## src/tfi_pkg.sv

```systemverilog
// tfi_pkg: shared widths, channel count and controller/datapath bundles
// for the telemetry frame interpolator. No dependencies.
package tfi_pkg;

  localparam int unsigned TimeW    = 48;
  localparam int unsigned ChW      = 32;
  localparam int unsigned NumCh    = 11;
  localparam int unsigned PeriodW  = 10;
  localparam int unsigned MaxRun   = 64;
  localparam int unsigned RunW     = 7;   // holds 0..MaxRun
  localparam int unsigned DivW     = 48;  // dividend width of a divider lane
  localparam int unsigned DivCntW  = 6;   // counts DivW steps
  localparam int unsigned DataW    = 400; // time, position, nine channels

  // commands from the controller
  typedef struct packed {
    logic load;        // take the input word
    logic start_n;     // start gap / period
    logic start_step;  // start gap / n and channel diffs / n
    logic init_acc;    // seed the fill accumulators
    logic emit_fill;   // send one filler word
    logic emit_last;   // send the sample itself
  } tfi_cmd_t;

  // status back to the controller
  typedef struct packed {
    logic gap_ok;      // previous sample exists and time moved forward
    logic div_busy;    // divider lanes running
    logic n_ge2;       // at least one filler word
    logic k_last;      // this filler word is the final one
    logic out_free;    // output register can take a word
  } tfi_sts_t;

endpackage

```

## src/tfi_ctrl.sv

```systemverilog
// tfi_ctrl: sequencer for one sample: gap check, two divisions, filler
// words and the closing sample word. Depends on tfi_pkg.
module tfi_ctrl
  import tfi_pkg::*;
(
  input  logic     clk_i,
  input  logic     rst_ni,
  input  logic     in_valid_i,
  output logic     in_ready_o,
  input  tfi_sts_t sts_i,
  output tfi_cmd_t cmd_o,
  output logic     idle_o
);

  localparam logic [2:0] StIdle = 3'd0;
  localparam logic [2:0] StGap  = 3'd1;
  localparam logic [2:0] StDivN = 3'd2;
  localparam logic [2:0] StDivS = 3'd3;
  localparam logic [2:0] StFill = 3'd4;
  localparam logic [2:0] StLast = 3'd5;

  logic [2:0] state_q, state_d;

  // next state and commands
  always_comb begin
    state_d = state_q;
    cmd_o   = '0;
    case (state_q)
      StIdle: begin
        if (in_valid_i) begin
          cmd_o.load = 1'b1;
          state_d    = StGap;
        end
      end
      StGap: begin
        if (sts_i.gap_ok) begin
          cmd_o.start_n = 1'b1;
          state_d       = StDivN;
        end else begin
          state_d = StLast;
        end
      end
      StDivN: begin
        if (!sts_i.div_busy) begin
          if (sts_i.n_ge2) begin
            cmd_o.start_step = 1'b1;
            state_d          = StDivS;
          end else begin
            state_d = StLast;
          end
        end
      end
      StDivS: begin
        if (!sts_i.div_busy) begin
          cmd_o.init_acc = 1'b1;
          state_d        = StFill;
        end
      end
      StFill: begin
        if (sts_i.out_free) begin
          cmd_o.emit_fill = 1'b1;
          if (sts_i.k_last) state_d = StLast;
        end
      end
      StLast: begin
        if (sts_i.out_free) begin
          cmd_o.emit_last = 1'b1;
          state_d         = StIdle;
        end
      end
      default: state_d = StIdle;
    endcase
  end

  always_ff @(posedge clk_i or negedge rst_ni) begin
    if (!rst_ni) state_q <= StIdle;
    else         state_q <= state_d;
  end

  assign in_ready_o = state_q == StIdle;
  assign idle_o     = state_q == StIdle;

endmodule

```

## config.mk

```make
export PLATFORM = sky130hd
export DESIGN_NAME = tfi_ctrl
export DESIGN_NICKNAME = d
export VERILOG_FILES = /design/src/tfi_pkg.sv /design/src/tfi_ctrl.sv
export SDC_FILE = /design/constraint.sdc
export NUM_CORES = 1
export LEC_CHECK = 0
export BUFFER_PORTS_ARGS = -buffer_cell sky130_fd_sc_hd__buf_4
export CAP_MARGIN = 30
export CORE_AREA = 5 5 42 44
export CTS_CLUSTER_DIAMETER = 30
export CTS_CLUSTER_SIZE = 10
export DETAILED_ROUTE_END_ITERATION = 16
export DIE_AREA = 0 0 47 49
export PLACE_DENSITY = 0.58
export SLEW_MARGIN = 10
export SYNTH_ARGS = -nofsm -noshare
export SYNTH_HDL_FRONTEND = slang
export SYNTH_SLANG_ARGS = --single-unit
```

## constraint.sdc

```tcl
create_clock -name clk_i -period 2.7 [get_ports clk_i]
set_input_delay 0.135 -clock clk_i [delete_from_list [all_inputs] [get_ports clk_i]]
set_output_delay 0.135 -clock clk_i [all_outputs]
set_load 0.01 [all_outputs]
```

== Yosys cells after proc, flatten, opt, wreduce, memory -nomap -nowiden ==
Cells that the tools add are included.
Cells by class
  equal/unequal tests: 11
  multiplexer cells: 21
  reduce and logical (&&, ||, !) cells: 2
Operator list (number)
  2-to-1 mux 3 bit: 8
  one-hot mux 3 bit (6 select lines): 1
  2-to-1 mux 1 bit: 12
  inequality test 2 bit (second input constant): 6
  equality test 3 x 2 -> 1 bit (second input constant): 2
  equality test 3 bit (second input constant): 2
  AND reduction 6 bit: 1
  equality test 3 x 1 -> 1 bit (second input constant): 1
  zero test 3 bit: 1
Word-level totals
  flip-flop bits (word level): 3
  input bits: 8
  output and inout bits: 8
  logic and storage cells: 35

== Depth between registers and ports, before layout ==
Gate-level depths: netlist of the first run.
  word-level depth: 3
  mapped depth: 5
  mapped depth without buffers: 4

== Worst setup path after synthesis of the first run ==
No wires, ideal clock.
  path type: reg-to-output
  start: reg state_q[2]
  end: out cmd_o[5] (netlist bit)
  arrival: 1.160 ns
  data required time: 2.565 ns
  setup slack: 1.405 ns
  stages on the path, launching flop included: 4
  buffers on the path: 1
  cell sequence: dfrtp_1 > clkbuf_4 > nor3_1 > and2_1
RTL lines
  start, declared: RTL line tfi_ctrl.sv:22  | logic [2:0] state_q, state_d;
  start signal, assigned: RTL line tfi_ctrl.sv:76  | if (!rst_ni) state_q <= StIdle;
  start signal, assigned: RTL line tfi_ctrl.sv:77  | else state_q <= state_d;
  end, declared: RTL line tfi_ctrl.sv:11  | output tfi_cmd_t cmd_o,

==> results of run 1 <==
==> cells in the mapped netlist <==
cell type / count
buf_6: 2
nor2_2: 1
a21oi_2: 1
a21oi_1: 2
and2_1: 1
nor3b_1: 1
buf_4: 1
nor3_1: 4
a31oi_2: 1
a32o_1: 1
and2b_2: 1
nand3_1: 2
nor2b_4: 1
nor2_1: 3
o211ai_2: 1
a31oi_4: 1
dfrtp_1: 3
nand2_1: 2
inv_1: 2
nor4bb_4: 1
clkbuf_4: 1
nand3_2: 1
o21ai_0: 1
nand2b_1: 4
or2_0: 1
==> logic make-up after synthesis <==
logic type             after synthesis
buffers and inverters                6
AO/OA/AOI/OAI                        8
AND/OR/NAND/NOR                     23
flip-flops                           3
==> cell usage in the layout, fill, tap and decap left out, drive strengths merged, types with 2 or more instances in the layout <==
| master | Yosys | final |
|---|---|---|
| nor2 | 4 | 4 |
| clkbuf | 1 | 4 |
| a31oi | 2 | 2 |
| a21oi | 3 | 3 |
| nor3 | 4 | 4 |
| inv | 2 | 2 |
| nand2 | 2 | 2 |
| nand2b | 4 | 4 |
| buf | 3 | 15 |
| nand3 | 3 | 3 |
| dfrtp | 3 | 3 |
==> path summary, 6_finish.rpt <==
check,to,cells past startpoint,slack (ns)
worst min register to register,state_q[1],1,0.64
min in group clk_i,state_q[1],3,0.29
max in group asynchronous,state_q[2],2,2.38
worst max register to register,state_q[0],4,1.28
worst min-delay path,state_q[0],2,0.22
worst max-delay path,cmd_o[5],3,1.20
==> worst max-delay path: cells and delay by family, from the launching register on <==
kind	cells	cell delay (ns)
flip-flops	1	0.54
AND/OR/NAND/NOR	2	0.48
buffers and inverters	1	0.11
==> power by group through the flow <==
stage	Sequential, mW	Clock, mW	Combinational, mW
floorplan	0.0784	0	0.283
global placement	0.131	0	0.279
detailed placement	0.130	0	0.280
CTS	0.129	0.0814	0.282
global route	0.136	0.0863	0.305
finish	0.128	0.0783	0.276
==> layout make-up <==
type	instances	area (sq um)	share of cell area (%)
Sequential cell	3	75.1	15.3
Tap cell	16	20.0	4.09
Clock buffer	4	26.3	5.37
Timing Repair Buffer	16	123	25.1
Inverter	2	7.51	1.53
Multi-Input combinational cell	31	238	48.6
==> stage by stage <==
stage	utilization [%]	instances	power [mW]
2_1_floorplan	-	40	0.361
3_3_place_gp	32.3	67	0.409
3_5_place_dp	32.3	67	0.410
4_1_cts	34.9	72	0.492
5_1_grt	34.9	72	0.528
6_report	34.9	72	0.483
==> routing by layer <==
metal  vias up  global-route usage (%)  wire, microns
met4         0                    1.38              0
met2        17                    8.82            330
met3         0                    4.06            105
met5         -                       0              0
met1       156                    9.96            338
li1        169                       -              -
==> flow_summary.yaml, run 1 <==
run_status:
  status: "finished clean"
setup_path:
  cp_max_fo: 12
  criticalPathCategory: "register to primary output"
  cp_slowest_stage_delay_ns: 0.54
  cp-end-kind: "primary output"
  cpMaxStageDelayCell: "dfrtp_1"
  crit_path_cell_trace: "nor3_1 > and2_1 > buf_4"
  crit_path_start_kind: "register"
  crit_start: "state_q[1]"
  r2r_start: "state_q[1]"
  critPathArrivalTime_ns: 1.36
  crit_required_ns: 2.57
floorplan:
  fp.dieArea_sq_um: 2300
  die_y_microns: 49
  top_level_ports: 16
  floorplan.initialDensity_pct: 25.5
  rows: 14
  die_x_microns: 47
  core_sq_um: 1400
power_and_ir_drop:
  net-switching-power_mw: 0.209
  intPower_mw: 0.274
  irDropWorstVdd_mv: 0.464
  comb_power_share_pct: 57.2
  cellPowerDensity_nw_per_um2: 987
  switching_share_pct: 43.3
  p_seq_share_pct: 26.6
  p_leak_nw: 0.212
  p_clk_share_pct: 16.2
finish:
  postLayoutCellArea_sq_um: 489
  num-fill-cells: 159
  syn2layout_area_growth_pct: 36.7
  drive_gt1_share_pct: 48.2
  nets: 65
  antenna_cells: 0
  regMostFlops: "state_q"
  reg.largest.list: "state_q x3"
  largest_reg_flops: 3
placement:
  gp_congestion: 0.683
  io_buffer_count: 15
  dp_hpwl_microns: 638
  pre_cts_ws_ns: 1.26
  placed_area_sq_um: 453
logic_synthesis:
  ys_types: 25
  ys_ff_latch: 3
  synth_cells: 40
  syn_area_sq_um: 358
  synth_compound_area_share_pct: 22.4
  syn_avg_cell_area_sq_um: 8.95
  yosysTopAreaCell: "dfrtp_1"
  synthTopCellsByArea: "dfrtp_1 (21%), nand2b_1 (7.0%), nor4bb_4 (7.0%)"
  synth_top_family_by_area: "simple AND/OR/NAND/NOR gates"
  yosys_warnings: 0
  synth_xor_xnor_area_share_pct: 0
  synth.net_count: 48
  ys_seq_area_share_pct: 21.0
  yosysTopAreaCellShare_pct: 21.0
  synthAdderAreaFrac_pct: 0
  synth_mux_area_share_pct: 0
  yosys.area_share.simple_pct: 44.1
grt:
  grt_util_all_layers_pct: 6.92
  grt_pass1_vias: 286
  grt_pass1_wl_microns: 1230
  gr-total-overflow: 0
  antenna_found_initial: 0
  grt_max_degree: 13
sta:
  skew_ns: 0.00267
  rsz0062_at_grt: "false"
  max_freq_mhz: 667
  period_minus_slack_ns: 1.50
  hold_violations: 0
  finalSetupViolCount: 0
  hold_slack_ns: 0.224
  fin_crit_sh_pct: 55.5
  slew_headroom_pct: 68.3
  report.final.slew_viol_count: 0
  tightest_slew_ns: 0.475
  finalSetupTns_ns: 0
  fin_ws_ns: 1.20
clock_tree:
  cts_tree: "done"
  clk_pin_slew_ns: 0.04
  cts_root_buf: "clkbuf_4"
  cts_buffer_depth: 2
  clock-sinks: 3
  holdBufCountCts: 1
  insertion_delay_ns: 0.23
  postCtsSetupBuffers: 0
  htreeDepth: 1
  numCtsBuffers: 3
  post_cts_resize_count: 0
route:
  drt-wirelength-per-cell_microns: 10.8
  num_vias: 342
  drt-initial-drc-count: 4
  ant_nets: 0
  routed_wl_microns: 775
  drc: 0
  first_pass_iters: 3
  via_per_inst: 4.75
flow_run:
  cap_violations: 0
min_path:
  hold_path_class: "primary input to asynchronous set/reset pin"
Note: power is estimated with default switching activity, not from simulation.
==> inputs of run 2 (changes only) <==
--- a/config.mk
+++ b/config.mk
@@ -5,6 +5,7 @@
 export SDC_FILE = /design/constraint.sdc
 export NUM_CORES = 1
 export LEC_CHECK = 0
+export ABC_AREA = 1
 export BUFFER_PORTS_ARGS = -buffer_cell sky130_fd_sc_hd__buf_4
 export CAP_MARGIN = 30
 export CORE_AREA = 5 5 42 44
@@ -12,7 +13,7 @@
 export CTS_CLUSTER_SIZE = 10
 export DETAILED_ROUTE_END_ITERATION = 16
 export DIE_AREA = 0 0 47 49
-export PLACE_DENSITY = 0.58
+export PLACE_DENSITY = 0.53
 export SLEW_MARGIN = 10
 export SYNTH_ARGS = -nofsm -noshare
 export SYNTH_HDL_FRONTEND = slang
==> constraint.sdc (replaced) <==
create_clock -name clk_i -period 1.3 [get_ports clk_i]
set_input_delay 0.065 -clock clk_i [delete_from_list [all_inputs] [get_ports clk_i]]
set_output_delay 0.065 -clock clk_i [all_outputs]
set_load 0.01 [all_outputs]
==> flow_summary.yaml, run 2 <==
setup_path:
  cp-end-kind: "primary output"
  r2r_slack_ns: 0.10
  r2r_start: "state_q[1]"
  r2r_end: "state_q[1]"
  criticalPathCategory: "register to primary output"
  crit_required_ns: 1.24
  reg2reg_depth: 8
  crit_path_start_kind: "register"
  cp_max_fo: 4
  critPathArrivalTime_ns: 1.20
route:
  first_pass_iters: 4
  met3_wirelength_microns: 77
  drt-initial-drc-count: 7
  num_vias: 387
  wl_met2_microns: 438
  routed_wl_microns: 869
  drt-wirelength-per-cell_microns: 9.88
  ant_nets: 0
  via_per_inst: 4.40
  drc: 0
  routed.top_layer: "met3"
  drt-met1-wl_microns: 353
grt:
  grt_pass1_wl_microns: 1440
  gr-total-overflow: 0
  grt_max_degree: 7
  grt_util_all_layers_pct: 8.80
  antenna_found_initial: 0
  grt_pass1_vias: 365
floorplan:
  die_x_microns: 47
  floorplan.initialDensity_pct: 20.5
  fp.dieArea_sq_um: 2300
  top_level_ports: 16
  core_sq_um: 1400
  rows: 14
  die_y_microns: 49
finish:
  postLayoutCellArea_sq_um: 518
  nets: 81
  drive_gt1_share_pct: 51.4
  syn2layout_area_growth_pct: 80.0
  antenna_cells: 0
  mostFrequentLayoutCells: "buf_4 (17), nand2_1 (11), inv_1 (7), nand3_1 (7)"
  reg.largest.list: "state_q x3"
  layout_commonest_cell: "buf_4"
  regMostFlops: "state_q"
  num-fill-cells: 154
  largest_reg_flops: 3
  fin_util_pct: 37.0
sta:
  max_freq_mhz: 793
  hold_violations: 0
  skew_ns: 0.00190
  period_minus_slack_ns: 1.26
  slew_headroom_pct: 86.1
  fin_crit_sh_pct: 97.0
  tightest_slew_ns: 0.206
  report.final.slew_viol_count: 0
  finalSetupViolCount: 0
  rsz0062_at_grt: "true"
clock_tree:
  numCtsBuffers: 3
  cts_buffer_depth: 2
  htreeDepth: 1
  clock-sinks: 3
  cts_root_buf: "clkbuf_4"
  insertion_delay_ns: 0.24
  clk_pin_slew_ns: 0.04
  cts_tree: "done"
placement:
  gp_congestion: 0.787
  io_buffer_count: 15
  placed_area_sq_um: 413
power_and_ir_drop:
  irDropWorstVdd_mv: 1.05
  cellPowerDensity_nw_per_um2: 2340
  p_leak_nw: 0.293
logic_synthesis:
  synth_cells: 50
  synthArstFlopShare_pct: 100
  yosys_warnings: 0
  synth_common_cells: "nand2_1 (13), inv_1 (9), nand3_1 (8)"
  synth_most_common_cell: "nand2_1"
  synth-edff-count: 0
  synth.net_count: 58
  yosysTopAreaCell: "dfrtp_1"
  syn_avg_cell_area_sq_um: 5.76
  ys_types: 13
  synthTopCellsByArea: "dfrtp_1 (26%), nand2_1 (17%), nand3_1 (14%)"
  ys_seq_area_share_pct: 26.1
  syn_area_sq_um: 288
  yosysTopAreaCellShare_pct: 26.1
  synth_ff_type: "dfrtp_1"
  ys_ff_latch: 3
min_path:
  worstHoldStart: "sts_i[3]"
  min_to: "state_q[1]"
  hold_path_depth: 3
  hold_path_class: "primary input to register"
run_status:
  status: "finished clean"
flow_run:
  cap_violations: 0
## run 2: cell types whose count changed in the layout (fill, tap and decap cells not counted), moves of 3 or more
cell,previous run,this run
dfrtp_1,3,0
nand3_1,2,7
nor3_1,4,0
nor2_4,0,3
inv_1,2,7
dfrtp_2,0,3
nand2b_1,4,0
nand2_1,2,11
nand2_2,0,4
## run 2: final cells by class
type | instances | area, sq um | share of cell area, %
multi-input combinational | 36 | 204 | 39.4
timing repair buffer | 19 | 149 | 28.7
sequential | 3 | 78.8 | 15.2
inverter | 10 | 40.0 | 7.73
clock buffer | 4 | 26.3 | 5.07
tap | 16 | 20.0 | 3.86
## run 2: timing repair
action,in CTS,in global routing
hold endpoints to repair,3,0
gates cloned,0,0
resized for setup,3,13
setup endpoints to repair,3,7
pin swaps,0,1
hold buffers,1,0
buffers inserted,1,2
## run 2: where the power goes
group | internal, mW | switching [mW] | leakage, nW | total (mW)
logic | 0.360 | 0.436 | 0.244 | 0.796
registers | 0.151 | 0.0953 | 0.0341 | 0.247
clock network | 0.116 | 0.0558 | 0.0150 | 0.171
total | 0.627 | 0.587 | 0.293 | 1.21
## run 2: logic make-up after synthesis
family	count (synthesis)	share of synthesized area, %
compound gates	2	4.35
buf+inv	11	15.7
flops	3	26.1
simple gates	34	53.9
## run 2: metrics by stage
stage	hold slack, ns	setup TNS [ns]	power (mW)	std cells	setup slack [ns]
finish	0.0988	0	1.21	88	0.0396
global route	0.122	-0.0728	1.34	88	-0.0609
CTS	0.0933	0	1.07	86	0.0197
detailed placement	-0.145	0	0.839	80	0.163
global placement	-0.145	0	0.835	80	0.160
floorplan	-0.231	0	0.635	50	0.281
## run 2: critical path, stage by stage (launching register included)
cell and delay [ns]:
dfrtp_2 0.43, inv_2 0.07, nor2_4 0.13, nand3_1 0.09, nor2_1 0.11, buf_4 0.13
## run 2: how the worst max path moves through the flow
| stage | from | to | slack (ns) |
|---|---|---|---|
| 2_1_floorplan | state_q[0] | state_q[2] | 0.28 |
| 3_3_place_gp | state_q[1] | state_q[2] | 0.16 |
| 3_5_place_dp | state_q[1] | state_q[2] | 0.16 |
| 4_1_cts | state_q[1] | cmd_o[4] | 0.02 |
| 5_1_grt | state_q[2] | cmd_o[0] | -0.06 |
| 6_report | state_q[1] | cmd_o[3] | 0.04 |
## run 2: routing by layer
layer | global-route usage, % | vias to the layer above
met3 | 5.54 | 0
met1 | 10.1 | 170
li1 | - | 201
met4 | 2.76 | 0
met5 | 0 | -
met2 | 13.1 | 16
==> inputs of run 3 (changes only) <==
--- a/config.mk
+++ b/config.mk
@@ -13,7 +13,7 @@
 export CTS_CLUSTER_SIZE = 10
 export DETAILED_ROUTE_END_ITERATION = 16
 export DIE_AREA = 0 0 47 49
-export PLACE_DENSITY = 0.53
+export PLACE_DENSITY = 0.52
 export SLEW_MARGIN = 10
 export SYNTH_ARGS = -nofsm -noshare
 export SYNTH_HDL_FRONTEND = slang
==> constraint.sdc (replaced) <==
create_clock -name clk_i -period 1.2 [get_ports clk_i]
set_input_delay 0.06 -clock clk_i [delete_from_list [all_inputs] [get_ports clk_i]]
set_output_delay 0.06 -clock clk_i [all_outputs]
set_load 0.01 [all_outputs]
==> flow_summary.yaml, run 3 (same netlist as run 2, synthesis figures left out) <==
min_path:
  min_to: "state_q[1]"
  hold_path_class: "primary input to register"
  hold_path_depth: 3
  worstHoldStart: "sts_i[3]"
setup_path:
  crit_path_start_kind: "register"
  cp_num_buf_inv: 3
  cp_top_family: "flip-flops"
  cp-end-kind: "primary output"
  crit_required_ns: 1.14
  r2r_slack_ns: 0.03
  cp_slowest_stage_delay_ns: 0.45
  crit_path_cell_trace: "buf_6 > nor2_4 > nand3_2 > inv_2 > buf_6"
  r2r_end: "state_q[2]"
  criticalPathCategory: "register to primary output"
  reg2reg_depth: 7
  crit_top_cell: "buf_6"
  r2r_start: "state_q[1]"
  cp_max_fo: 4
  critPathArrivalTime_ns: 1.15
  cpMaxStageDelayCell: "dfrtp_2"
sta:
  finalSetupViolCount: 2
  rsz0062_at_grt: "true"
  finalSetupTns_ns: -0.0209
  fin_ws_ns: -0.0127
  hold_violations: 0
  fin_crit_sh_pct: 101
  report.final.slew_viol_count: 0
  slew_headroom_pct: 85.7
  skew_ns: 0.00132
  max_freq_mhz: 825
  tightest_slew_ns: 0.213
  period_minus_slack_ns: 1.21
placement:
  dp_hpwl_microns: 642
  io_buffer_count: 15
  gp_congestion: 0.765
  dp.cells: 80
route:
  via_per_inst: 4.56
  routed_wl_microns: 955
  num_vias: 410
  ant_nets: 0
  drc: 0
  first_pass_iters: 4
  drt-initial-drc-count: 5
  drt-wirelength-per-cell_microns: 10.6
floorplan:
  floorplan.initialDensity_pct: 20.5
  core_sq_um: 1400
  rows: 14
  die_x_microns: 47
  die_y_microns: 49
  top_level_ports: 16
  fp.dieArea_sq_um: 2300
finish:
  regMostFlops: "state_q"
  largest_reg_flops: 3
  reg.largest.list: "state_q x3"
  num-fill-cells: 160
  nets: 83
  antenna_cells: 0
  layoutNonFillerInstCount: 90
  layout_commonest_cell: "buf_4"
  mostFrequentLayoutCells: "buf_4 (18), nand2_1 (12), inv_1 (6), nand3_1 (6), nor2_1 (4)"
  drive_gt1_share_pct: 54.1
  syn2layout_area_growth_pct: 87.4
grt:
  grt_util_all_layers_pct: 8.81
  antenna_found_initial: 0
  grt_pass1_wl_microns: 1510
  grt_max_degree: 7
  gr-total-overflow: 0
  grt_pass1_vias: 371
clock_tree:
  clock-sinks: 3
  numCtsBuffers: 3
  cts_buffer_depth: 2
  cts_tree: "done"
  insertion_delay_ns: 0.23
  cts_root_buf: "clkbuf_4"
  clk_pin_slew_ns: 0.04
  htreeDepth: 1
run_status:
  violations: "negative setup slack"
  status: "finished with violations"
power_and_ir_drop:
  irDropWorstVdd_mv: 0.680
  p_leak_nw: 0.300
  cellPowerDensity_nw_per_um2: 2510
flow_run:
  cap_violations: 0
run 3: cell count changes in the layout (fill, tap and decap cells not counted):
cell / before / now
inv_1: 7 / 6
inv_2: 2 / 3
nand2_1: 11 / 12
nand3_1: 7 / 6
buf_4: 17 / 18
nand3_2: 1 / 2
nand2_2: 4 / 3
buf_6: 1 / 2
run 3: worst max path at each step:
stage | startpoint | endpoint | slack (ns) | depth (start not counted)
after floorplan | state_q[0] | state_q[2] | 0.18 | 6
after global placement | state_q[1] | state_q[2] | 0.06 | 6
after detailed placement | state_q[1] | state_q[2] | 0.07 | 6
after CTS | state_q[1] | cmd_o[4] | -0.009 | 5
after global routing | state_q[1] | cmd_o[2] | -0.1 | 4
final | state_q[1] | cmd_o[4] | -0.01 | 5
run 3: tightest hold or removal path, stage by stage:
cell,delay [ns]
buf_4,0.10
nand2_2,0.06
nand2_1,0.07
run 3: repair_timing:
action                                  CTS  global route
endpoints found under the setup margin    7            11
setup buffers                             5             0
pin swaps                                 4             1
resized for setup                        16             2
endpoints found under the hold margin     3             0
hold buffers                              1             0
run 3: per-stage QoR:
| step | hold slack, ns | instance area (sq um) | total power [mW] | setup WS, ns | util (%) |
|---|---|---|---|---|---|
| 2_1_floorplan | -0.236 | 288 | 0.688 | 0.181 | - |
| 3_5_place_dp | -0.148 | 413 | 0.899 | 0.0654 | 29.5 |
| 5_1_grt | 0.110 | 539 | 1.48 | -0.0961 | 38.5 |
| 4_1_cts | 0.0882 | 534 | 1.33 | -0.00924 | 38.1 |
| 3_3_place_gp | -0.149 | 413 | 0.904 | 0.0629 | 29.5 |
| 6_report | 0.0920 | 539 | 1.35 | -0.0127 | 38.5 |
run 3: per-layer routing:
metal  share of wire, %  GRT usage, %
met2                 56          14.5
met5                  0             0
met4                  0          2.76
met1                 36          9.47
met3                7.5          4.43
run 3: where the power goes:
group | switching (mW) | internal, mW
Combinational | 0.497 | 0.421
Clock | 0.0493 | 0.124
Sequential | 0.0983 | 0.164
run 3: final cells by class:
type / count / area [sq um] / area share (%)
Multi-Input combinational cell: 36 / 206 / 38.3
Sequential cell: 3 / 78.8 / 14.6
Tap cell: 16 / 20.0 / 3.71
Inverter: 10 / 40.0 / 7.42
Clock buffer: 4 / 26.3 / 4.87
Timing Repair Buffer: 21 / 168 / 31.1
